`src/sv/bse_pkg.sv`:
```
// Package for the bubble sort engine: sequencer state type.
// No dependencies; imported by the top level bubble_sort_engine.
`timescale 1ns / 1ps

package bse_pkg;

  // Sequencer states: list loading, one bubble pass, sorted-list emission.
  typedef enum logic [2:0] {
    ST_LOAD,
    ST_PASS_INIT,
    ST_PASS_FIRST,
    ST_PASS_RUN,
    ST_PASS_END,
    ST_EMIT_RD,
    ST_EMIT_LD
  } bse_state_t;

endpackage

```
`src/sv/bse_mem.sv`:
```
// Element store of the bubble sort engine: one write port, one read port,
// read data registered. No package dependencies.
`timescale 1ns / 1ps

module bse_mem #(
  parameter int DEPTH = 64,
  parameter int WIDTH = 16
) (
  input  logic                     clk,
  input  logic                     we,
  input  logic [$clog2(DEPTH)-1:0] waddr,
  input  logic [WIDTH-1:0]         wdata,
  input  logic [$clog2(DEPTH)-1:0] raddr,
  output logic [WIDTH-1:0]         rdata
);

  logic [WIDTH-1:0] mem [DEPTH];

  // Write port.
  always_ff @(posedge clk) begin
    if (we) begin
      mem[waddr] <= wdata;
    end
  end

  // Registered read port.
  always_ff @(posedge clk) begin
    rdata <= mem[raddr];
  end

endmodule

```
`src/sv/bubble_sort_engine.sv`:
```
// Top level of the bubble sort engine: load, sort and emit sequencer.
// Depends on bse_pkg (state type) and bse_mem (element store).
`timescale 1ns / 1ps
//
// Channel  Direction  Ports                       Payload
// in_      slave      in_tvalid/tready/tdata/tlast  tdata: value; tlast: last_item
// out_     master     out_tvalid/tready/tdata/tlast/tuser
//                                                 tdata: sorted_value;
//                                                 tlast: last_result; tuser: overflow
//
// Loading accepts one request per cycle. A list of n elements is then
// sorted by bubble passes over prefixes of n down to 2 elements, each pass
// streaming its prefix through the single read port of the store, and then
// emitted one element at a time (read, then load the output register).
// Reset (rst_n, synchronous, active low) clears the sequencer; the store
// needs no clearing pass. Output stalls hold emission; loading of the next
// list starts while the final result still waits in the output register.

module bubble_sort_engine #(
  parameter int MAX_ENTRIES = 64,
  parameter int VALUE_BITS  = 16
) (
  input  logic                                  clk,
  input  logic                                  rst_n,
  // Input channel.
  input  logic                                  in_tvalid,
  output logic                                  in_tready,
  input  logic [((VALUE_BITS + 7) / 8) * 8-1:0] in_tdata,  // [VALUE_BITS-1:0] value
  input  logic                                  in_tlast,
  // Result channel.
  output logic                                  out_tvalid,
  input  logic                                  out_tready,
  output logic [((VALUE_BITS + 7) / 8) * 8-1:0] out_tdata, // [VALUE_BITS-1:0] sorted_value
  output logic                                  out_tlast,
  output logic                                  out_tuser  // [0] overflow
);

  import bse_pkg::*;

  localparam int AW  = $clog2(MAX_ENTRIES);
  localparam int CW  = $clog2(MAX_ENTRIES + 1);
  localparam int TDW = ((VALUE_BITS + 7) / 8) * 8;

  // Sequencer registers.
  bse_state_t            state_r, state_nxt;
  logic [CW-1:0]         cnt_r, cnt_nxt;
  logic                  ovf_r, ovf_nxt;
  logic [CW-1:0]         span_r, span_nxt;
  logic [AW-1:0]         k_r, k_nxt;
  logic [VALUE_BITS-1:0] carry_r, carry_nxt;
  logic [AW-1:0]         e_r, e_nxt;

  // Output register.
  logic                  out_valid_r, out_valid_nxt;
  logic [VALUE_BITS-1:0] out_data_r, out_data_nxt;
  logic                  out_last_r, out_last_nxt;
  logic                  out_ovf_r, out_ovf_nxt;

  // Store ports.
  logic                  mem_we;
  logic [AW-1:0]         mem_waddr;
  logic [VALUE_BITS-1:0] mem_wdata;
  logic [AW-1:0]         mem_raddr;
  logic                  mem_re;
  logic [VALUE_BITS-1:0] mem_rdata;

  bse_mem #(
    .DEPTH (MAX_ENTRIES),
    .WIDTH (VALUE_BITS)
  ) u_mem (
    .clk   (clk),
    .we    (mem_we),
    .waddr (mem_waddr),
    .wdata (mem_wdata),
    .raddr (mem_raddr),
    .rdata (mem_rdata)
  );

  // Next state, store accesses and output register updates.
  always_comb begin
    state_nxt     = state_r;
    cnt_nxt       = cnt_r;
    ovf_nxt       = ovf_r;
    span_nxt      = span_r;
    k_nxt         = k_r;
    carry_nxt     = carry_r;
    e_nxt         = e_r;
    out_data_nxt  = out_data_r;
    out_last_nxt  = out_last_r;
    out_ovf_nxt   = out_ovf_r;
    out_valid_nxt = out_valid_r;
    in_tready     = 1'b0;
    mem_we        = 1'b0;
    mem_waddr     = '0;
    mem_wdata     = carry_r;
    mem_raddr     = '0;
    mem_re        = 1'b0;

    // A taken result frees the output register.
    if (out_valid_r && out_tready) begin
      out_valid_nxt = 1'b0;
    end

    case (state_r)
      ST_LOAD: begin
        in_tready = 1'b1;
        if (in_tvalid) begin
          // Store the element while there is room; otherwise drop and flag it.
          if (cnt_r < CW'(MAX_ENTRIES)) begin
            mem_we    = 1'b1;
            mem_waddr = cnt_r[AW-1:0];
            mem_wdata = in_tdata[VALUE_BITS-1:0];
            cnt_nxt   = cnt_r + CW'(1);
          end else begin
            ovf_nxt = 1'b1;
          end
          if (in_tlast) begin
            e_nxt = '0;
            if (cnt_nxt >= CW'(2)) begin
              span_nxt  = cnt_nxt;
              state_nxt = ST_PASS_INIT;
            end else begin
              state_nxt = ST_EMIT_RD;
            end
          end
        end
      end

      ST_PASS_INIT: begin
        // Fetch the head of the prefix.
        mem_re    = 1'b1;
        mem_raddr = '0;
        state_nxt = ST_PASS_FIRST;
      end

      ST_PASS_FIRST: begin
        carry_nxt = mem_rdata;
        mem_re    = 1'b1;
        mem_raddr = AW'(1);
        k_nxt     = AW'(1);
        state_nxt = ST_PASS_RUN;
      end

      ST_PASS_RUN: begin
        // The larger of carry and element k moves on; the smaller settles at k-1.
        mem_we    = 1'b1;
        mem_waddr = k_r - AW'(1);
        if (carry_r > mem_rdata) begin
          mem_wdata = mem_rdata;
        end else begin
          mem_wdata = carry_r;
          carry_nxt = mem_rdata;
        end
        if (CW'(k_r) == span_r - CW'(1)) begin
          state_nxt = ST_PASS_END;
        end else begin
          mem_re    = 1'b1;
          mem_raddr = k_r + AW'(1);
          k_nxt     = k_r + AW'(1);
        end
      end

      ST_PASS_END: begin
        // The largest element of the prefix lands at its end.
        mem_we    = 1'b1;
        mem_waddr = AW'(span_r - CW'(1));
        mem_wdata = carry_r;
        span_nxt  = span_r - CW'(1);
        if (span_r == CW'(2)) begin
          e_nxt     = '0;
          state_nxt = ST_EMIT_RD;
        end else begin
          state_nxt = ST_PASS_INIT;
        end
      end

      ST_EMIT_RD: begin
        // Read only once the output register will be free.
        if (!out_valid_r || out_tready) begin
          mem_re    = 1'b1;
          mem_raddr = e_r;
          state_nxt = ST_EMIT_LD;
        end
      end

      ST_EMIT_LD: begin
        out_valid_nxt = 1'b1;
        out_data_nxt  = mem_rdata;
        out_ovf_nxt   = ovf_r;
        out_last_nxt  = (CW'(e_r) == cnt_r - CW'(1));
        if (CW'(e_r) == cnt_r - CW'(1)) begin
          cnt_nxt   = '0;
          ovf_nxt   = 1'b0;
          state_nxt = ST_LOAD;
        end else begin
          e_nxt     = e_r + AW'(1);
          state_nxt = ST_EMIT_RD;
        end
      end

      default: begin
        state_nxt = ST_LOAD;
      end
    endcase
  end

  // Control registers.
  always_ff @(posedge clk) begin
    if (!rst_n) begin
      state_r     <= ST_LOAD;
      cnt_r       <= '0;
      ovf_r       <= 1'b0;
      out_valid_r <= 1'b0;
    end else begin
      state_r     <= state_nxt;
      cnt_r       <= cnt_nxt;
      ovf_r       <= ovf_nxt;
      out_valid_r <= out_valid_nxt;
    end
  end

  // Payload and index registers.
  always_ff @(posedge clk) begin
    span_r     <= span_nxt;
    k_r        <= k_nxt;
    carry_r    <= carry_nxt;
    e_r        <= e_nxt;
    out_data_r <= out_data_nxt;
    out_last_r <= out_last_nxt;
    out_ovf_r  <= out_ovf_nxt;
  end

  assign out_tvalid = out_valid_r;
  assign out_tdata  = TDW'(out_data_r);
  assign out_tlast  = out_last_r;
  assign out_tuser  = out_ovf_r;

  // The element count never passes the store capacity.
  a_cnt_bound: assert property (@(posedge clk) disable iff (!rst_n)
    cnt_r <= CW'(MAX_ENTRIES))
    else $error("element count exceeds store capacity");

  // A pass never walks past the end of its prefix.
  a_pass_bound: assert property (@(posedge clk) disable iff (!rst_n)
    (state_r == ST_PASS_RUN) |-> (CW'(k_r) < span_r && span_r >= CW'(2)))
    else $error("bubble pass index outside prefix");

  // Within a pass the write and the read never hit the same entry.
  a_no_collide: assert property (@(posedge clk) disable iff (!rst_n)
    (mem_we && mem_re) |-> (mem_waddr != mem_raddr))
    else $error("store read and write collide");

  // The output register is free whenever a sorted element is loaded into it.
  a_out_free: assert property (@(posedge clk) disable iff (!rst_n)
    (state_r == ST_EMIT_LD) |-> !out_valid_r)
    else $error("output register overwritten");

  // After the final result is loaded the block is ready for a new list.
  a_list_done: assert property (@(posedge clk) disable iff (!rst_n)
    (state_r == ST_EMIT_LD && out_last_nxt) |=> (state_r == ST_LOAD && cnt_r == '0))
    else $error("list state not cleared after emission");

endmodule

```
`config.mk`:
```
export PLATFORM = sky130hd
export DESIGN_NAME = bubble_sort_engine
export DESIGN_NICKNAME = d
export VERILOG_FILES = /design/src/sv/bse_pkg.sv /design/src/sv/bse_mem.sv /design/src/sv/bubble_sort_engine.sv
export SDC_FILE = /design/constraint.sdc
export NUM_CORES = 1
export LEC_CHECK = 0
export BUFFER_PORTS_ARGS = -buffer_cell sky130_fd_sc_hd__buf_2
export CAP_MARGIN = 0
export CORE_MARGIN = 5
export CORE_UTILIZATION = 40
export DETAILED_ROUTE_END_ITERATION = 8
export GPL_ROUTABILITY_DRIVEN = 0
export PLACE_DENSITY = 0.53
export SLEW_MARGIN = 40
export SYNTH_ARGS = -nofsm -noshare
export SYNTH_HDL_FRONTEND = slang
export SYNTH_SLANG_ARGS = --single-unit
```
`constraint.sdc`:
```
create_clock -name clk -period 4.4 [get_ports clk]
set_clock_uncertainty 0.15 [all_clocks]
set_input_delay 0 -clock clk [delete_from_list [all_inputs] [get_ports clk]]
set_output_delay 0 -clock clk [all_outputs]
set_load 0.02 [all_outputs]
```
==> results of run 1 <==
-- logic make-up after synthesis --
logic type	Yosys count
AOI/OAI and AO/OA	384
xor gates and xnor gates	38
adders and majority gates	24
buffers and inverters	221
DFF	1105
muxes	187
and+or+nand+nor	1188
-- sequential cells by signal, indices dropped and copies added, names as in the netlist --
name,flops
u_mem.mem,1024
carry_r,16
out_tdata,16
u_mem.rdata,16
cnt_r,7
span_r,7
e_r,6
k_r,6
state_r,3
out_tlast,1
out_tuser,1
out_tvalid,1
ovf_r,1
-- power by group through the flow --
| stage | clock, mW | sequential (mW) | combinational [mW] |
|---|---|---|---|
| final | 9.32 | 14.1 | 8.74 |
| after detailed placement | 0 | 14.4 | 8.69 |
| after global routing | 9.93 | 14.2 | 9.44 |
| after floorplan | 0 | 14.1 | 4.94 |
| after global placement | 0 | 14.3 | 8.53 |
| after CTS | 9.48 | 14.1 | 8.72 |
-- final cells by class --
class,count,area (um^2)
clock inverter,60,563.0
tap,1488,1862
inverter,28,105.1
multi-input combinational,1821,10780
clock buffer,144,3047
sequential,1105,32900
timing repair buffer,290,2561
fill,9714,59000
-- cell usage in the layout (no fill, tap or decap), types with 41 or more instances in the layout --
cell / instances
edfxtp_1: 1077
nand2_1: 716
buf_4: 201
nand3_1: 186
mux2i_1: 185
a32oi_1: 124
clkbuf_16: 115
nor2_1: 114
nand4_1: 67
a31oi_1: 58
a21oi_1: 51
buf_2: 41
-- routing by layer --
| metal | vias to the layer above | routed length (um) |
|---|---|---|
| li1 | 12390 | - |
| met1 | 14320 | 57610 |
| met2 | 1061 | 60300 |
| met3 | 181 | 9130 |
| met4 | 0 | 3425 |
| met5 | - | 0 |
-- timing repair --
action,4_1_cts,5_1_grt
gates resized for setup,0,5
hold buffers,6,3
hold endpoints to repair,41,34
endpoints found under the setup margin,0,4
buffers inserted,0,0
-- critical path: cells and delay by family (launching register included) --
family | cells | cell delay, ns
compound gates | 5 | 1.97
mux | 1 | 0.16
buf+inv | 3 | 0.58
simple gates | 2 | 0.58
flops | 1 | 0.45
fa+ha+maj | 1 | 0.25
-- worst max-delay path by stage --
stage	start	endpoint	depth (start not counted)
after CTS	span_r[0]$_DFFE_PP_	u_mem.rdata[9]$_DFF_P_	13
after detailed placement	span_r[0]$_DFFE_PP_	u_mem.rdata[9]$_DFF_P_	13
after floorplan	carry_r[1]$_DFFE_PP_	u_mem.mem[0][0]$_DFFE_PP_	11
after global placement	span_r[0]$_DFFE_PP_	u_mem.rdata[9]$_DFF_P_	13
final	span_r[0]$_DFFE_PP_	u_mem.rdata[12]$_DFF_P_	12
after global routing	span_r[0]$_DFFE_PP_	u_mem.rdata[12]$_DFF_P_	12
==> flow_metrics.py, run 1 <==
metrics = {
    "min_path": {
        "min_to": "u_mem.mem[38][12]$_DFFE_PP_",
        "hp-class": "primary input to flip-flop",
        "hold_start": "in_tdata[12]",
        "hold_depth": 4,
    },
    "floorplanning": {
        "start_util_pct": 40.30,
        "die_w_um": 344.1,
        "ioPinCount": 41,
        "core_mm2": 0.1108,
        "rows": 122,
        "die-height_um": 344.1,
        "die_area_mm2": 0.1184,
    },
    "timing": {
        "max_freq_mhz": 231.1,
        "max_slew_margin_pct": 44.06,
        "worst_slew_pin_slew_ns": 0.8282,
        "final-max-slew-violation-count": 0,
        "final.setup.tns_ns": 0,
        "min_period_ns": 4.326,
        "fin_ws_ns": 0.07356,
        "period_share_pct": 98.33,
        "holdWs_ns": 0.03605,
        "hold_viol_final": 0,
        "rsz0062_at_grt": "false",
        "setup_viol": 0,
    },
    "detailed_routing": {
        "drc_errors": 0,
        "dr.pass1.iters": 6,
        "vias": 27950,
        "viasPerCell": 5.662,
        "route.detailed.wl_per_inst_um": 26.43,
        "final_antenna_net_count": 0,
        "dr.first_iter.drc_count": 3000,
        "routed_wirelength_um": 130500,
    },
    "yosys": {
        "synth_xor_xnor_area_share_pct": 0.7761,
        "yosysSeqAreaShare_pct": 73.67,
        "synth_compound_area_share_pct": 6.727,
        "yosysTopAreaCellShare_pct": 72.42,
        "yosys.area_share.simple_pct": 11.54,
        "syn_nets": 3192,
        "async_reset_ff_share_pct": 0,
        "synth_edf_count": 1077,
        "synthAdderAreaFrac_pct": 0.6724,
        "syn_area_per_cell_um2": 14.19,
        "syn_area_mm2": 0.04466,
        "synth_top_family_by_area": "simple AND/OR/NAND/NOR gates",
        "ys.flop_type": "edfxtp_1",
        "yosys.cell_count.top_type": "edfxtp_1",
        "synthCells": 3147,
        "synth.area.mux_share_pct": 4.222,
        "yosys-top-cells-count": "1,077 x edfxtp_1, 716 x nand2_1, 187 x nand3_1",
        "synth_seq_cells": 1105,
        "synth_warnings": 0,
        "yosysTopAreaCell": "edfxtp_1",
        "synth_area_leaders": "edfxtp_1 72%, nand2_1 6.0%, mux2i_1 4.1%",
        "yosysUniqueCellTypes": 73,
    },
    "global_routing": {
        "grt_max_degree": 66,
        "antenna_found_initial": 2,
        "grt_util_met3_pct": 3.101,
        "grt_pass1_vias": 26940,
        "grt_pass1_wl_um": 190200,
        "busiest_layer": "met2",
        "grtUsageMet1_pct": 31.97,
        "gr-usage-all-layers_pct": 21.84,
        "overflow": 0,
        "use_met2_pct": 34.36,
    },
    "setup_path": {
        "slowest_stage": "o211ai_1",
        "path_class": "flip-flop to flip-flop",
        "r2r-end": "u_mem.rdata[12]$_DFF_P_",
        "worstReg2RegStart": "span_r[0]$_DFFE_PP_",
        "max_stage_delay_ns": 0.49,
        "cp_cell_sequence": "inv_1, ha_1, or3b_1, o32a_1, a21o_1, o31a_2, buf_12, buf_12, mux2i_1, o211ai_1, a311o_1, nand4_1",
        "crit_path_frequent_cell": "buf_12",
        "cp.required_ns": 4.81,
        "worstRegToRegCells": 12,
        "end_kind": "flip-flop",
        "cp_max_fo": 43,
        "crit_arrival_ns": 4.74,
        "start_kind": "flip-flop",
        "r2r_setup_slack_ns": 0.07,
    },
    "cts": {
        "htreeDepth": 3,
        "root_buffer": "clkbuf_16",
        "cts_buffers": 112,
        "cts_tree": "yes",
        "clockBufferDepth": 3,
        "numClockSinks": 1105,
        "insertion_delay_ns": 0.70,
        "clkTransAtPathRegs_ns": 0.07,
    },
    "power": {
        "power_frac_clock_pct": 28.9,
        "comb_power_share_pct": 27.2,
        "ir_drop_uv": 357.8,
        "switchingPower_mw": 10.56,
        "p_total_mw": 32.21,
        "power.share.switching_pct": 32.80,
        "internal-power_mw": 21.64,
        "powerDensity_mw_per_mm2": 621.5,
        "seqPwrFrac_pct": 43.9,
        "leakage_nw": 18.22,
    },
    "placed_design": {
        "dp_cells": 4718,
        "dp_hpwl_um": 82040,
        "postPlaceCellArea_mm2": 0.04802,
        "pre_cts_slack_ns": 0.06557,
        "io_buffers": 40,
    },
    "final_layout": {
        "antenna_cells": 0,
        "post-route-util_pct": 46.76,
        "nNetsFinal": 3403,
        "area_growth_pct": 16.04,
        "drive_above_1_share_pct": 13.95,
        "final_cell_area_mm2": 0.05182,
        "final_cells": 4936,
    },
    "run": {
        "cap_violations": 0,
    },
    "outcome": {
        "status": "completed",
    },
}
Note: power is estimated with default switching activity, not from simulation.
==> inputs of run 2 (changes only) <==
==> constraint.sdc (replaced) <==
create_clock -name clk -period 4.2 [get_ports clk]
set_clock_uncertainty 0.15 [all_clocks]
set_input_delay 0 -clock clk [delete_from_list [all_inputs] [get_ports clk]]
set_output_delay 0 -clock clk [all_outputs]
set_load 0.02 [all_outputs]
==> flow_metrics.py, run 2 (synthesis gave the netlist of run 1 again) <==
metrics = {
    "outcome": {
        "status": "completed",
    },
    "timing": {
        "min_period_ns": 4.150,
        "setup_viol": 0,
        "hold_viol_final": 0,
        "max_freq_mhz": 240.9,
        "final-max-slew-violation-count": 0,
        "fin_ws_ns": 0.04963,
        "worst_slew_pin_slew_ns": 0.7936,
        "max_slew_margin_pct": 47.10,
        "period_share_pct": 98.82,
        "final.setup.tns_ns": 0,
    },
    "power": {
        "leakage_nw": 18.50,
        "powerDensity_mw_per_mm2": 652.1,
        "ir_drop_uv": 429.7,
    },
    "cts": {
        "htreeDepth": 3,
        "clockBufferDepth": 3,
        "clkTransAtPathRegs_ns": 0.06,
        "root_buffer": "clkbuf_16",
        "numClockSinks": 1105,
        "cts_tree": "yes",
        "insertion_delay_ns": 0.69,
        "cts_buffers": 112,
    },
    "detailed_routing": {
        "viasPerCell": 5.637,
        "vias": 28090,
        "route.detailed.wl_per_inst_um": 26.56,
        "drc_errors": 0,
        "dr.pass1.iters": 5,
        "dr.first_iter.drc_count": 3457,
        "final_antenna_net_count": 0,
        "routed_wirelength_um": 132400,
    },
    "final_layout": {
        "antenna_cells": 0,
        "nNetsFinal": 3451,
        "area_growth_pct": 17.42,
        "final_cell_mix": "1,077 x edfxtp_1, 715 x nand2_1, 230 x buf_4",
        "final_common_cell": "edfxtp_1",
        "drive_above_1_share_pct": 15.77,
        "top_register": "u_mem.mem",
        "seq_area_mm2": 0.03290,
        "largest_reg_flops": 1024,
        "multi_input_comb_area_mm2": 0.01091,
        "post-route-util_pct": 47.32,
        "nFillCells": 9725,
    },
    "floorplanning": {
        "die_w_um": 344.1,
        "die_area_mm2": 0.1184,
        "die-height_um": 344.1,
        "start_util_pct": 40.30,
        "rows": 122,
        "core_mm2": 0.1108,
        "ioPinCount": 41,
    },
    "setup_path": {
        "max_stage_delay_ns": 0.44,
        "end_kind": "flip-flop",
        "path_class": "flip-flop to flip-flop",
        "cp.required_ns": 4.60,
        "cp_cell_sequence": "inv_1, ha_2, or3b_1, buf_4, mux2i_2, a21o_1, o31ai_4, buf_4, buf_12, buf_12, mux2i_1, a22oi_1, a21oi_1, nor2_1, a311o_1",
        "start_kind": "flip-flop",
        "cp_max_fo": 24,
        "slowest_stage": "edfxtp_1",
        "crit_arrival_ns": 4.55,
    },
    "min_path": {
        "hp-class": "primary input to flip-flop",
    },
    "placed_design": {
        "dp_hpwl_um": 83050,
        "pre_cts_slack_ns": -0.1186,
        "io_buffers": 40,
    },
    "global_routing": {
        "grt_max_degree": 65,
        "overflow": 0,
        "grt_pass1_vias": 27250,
        "grt_pass1_wl_um": 190500,
        "gr-usage-all-layers_pct": 21.96,
        "antenna_found_initial": 8,
    },
    "run": {
        "cap_violations": 0,
    },
}
==> run 2: cell types whose count changed in the layout (fill, tap and decap cells not counted), moves of 6 or more <==
cell,before,now
buf_4,201,230
buf_6,1,9
clkinv_2,12,21
a31oi_1,58,52
buf_12,37,45
==> run 2: cell type report <==
class	count	share of cell area (%)
well taps	1488	3.551
clock buffers	138	5.607
flip-flops and latches	1105	62.75
multi-input cells	1821	20.80
repair buffers	338	5.992
inverters	28	0.2004
clock inverters	65	1.105
==> run 2: worst paths after layout <==
path / from / to / slack (ns) / cells past startpoint
worst max-delay path: span_r[1]$_DFFE_PP_ / u_mem.rdata[13]$_DFF_P_ / 0.05 / 15
worst min-delay path: in_tdata[8] / u_mem.mem[26][8]$_DFFE_PP_ / 0.03 / 4
worst min register to register: ovf_r$_SDFFE_PN0P_ / out_tuser$_DFFE_PP_ / 0.29 / 0
worst max register to register: span_r[1]$_DFFE_PP_ / u_mem.rdata[13]$_DFF_P_ / 0.05 / 15
==> run 2: critical path, delay by kind of cell (launching register included) <==
family / cells / cell delay (ns)
AOI/OAI and AO/OA: 5 / 1.34
buffers and inverters: 5 / 0.80
muxes: 2 / 0.52
and+or+nand+nor: 2 / 0.51
DFF: 1 / 0.44
adders and majority gates: 1 / 0.22
==> run 2: per-stage QoR <==
stage	hold slack (ns)	area, um^2	power [mW]	cells
final	0.03120	52440	34.20	4983
after global routing	0.05474	52440	35.60	4983
after CTS	0.004947	52100	34.11	4969
after detailed placement	0.2080	48450	24.41	4758
after global placement	0.2015	48450	24.25	4758
after floorplan	-0.006751	44660	19.94	3147
==> run 2: what timing repair did <==
| action | in CTS | in global routing |
|---|---|---|
| setup buffers | 0 | 9 |
| resized for setup | 11 | 28 |
| gates cloned | 0 | 4 |
| endpoints found under the hold margin | 25 | 0 |
| setup endpoints to repair | 7 | 15 |
| hold buffers | 8 | 0 |
| pin swaps | 2 | 19 |
==> run 2: layer usage <==
layer	vias up	part of all wire [%]	GRT usage, %
li1	12480	-	-
met1	14150	42	30.72
met2	1229	45	33.63
met3	224	9.3	5.513
met4	4	3.5	7.688
met5	-	0.018	0
==> run 2: where the power goes <==
| part | internal, mW | leakage (nW) | total (mW) | switching, mW |
|---|---|---|---|---|
| sequential | 14.3 | 9.96 | 14.8 | 0.495 |
| combinational | 3.13 | 6.83 | 9.75 | 6.62 |
| clock | 5.55 | 1.72 | 9.68 | 4.13 |
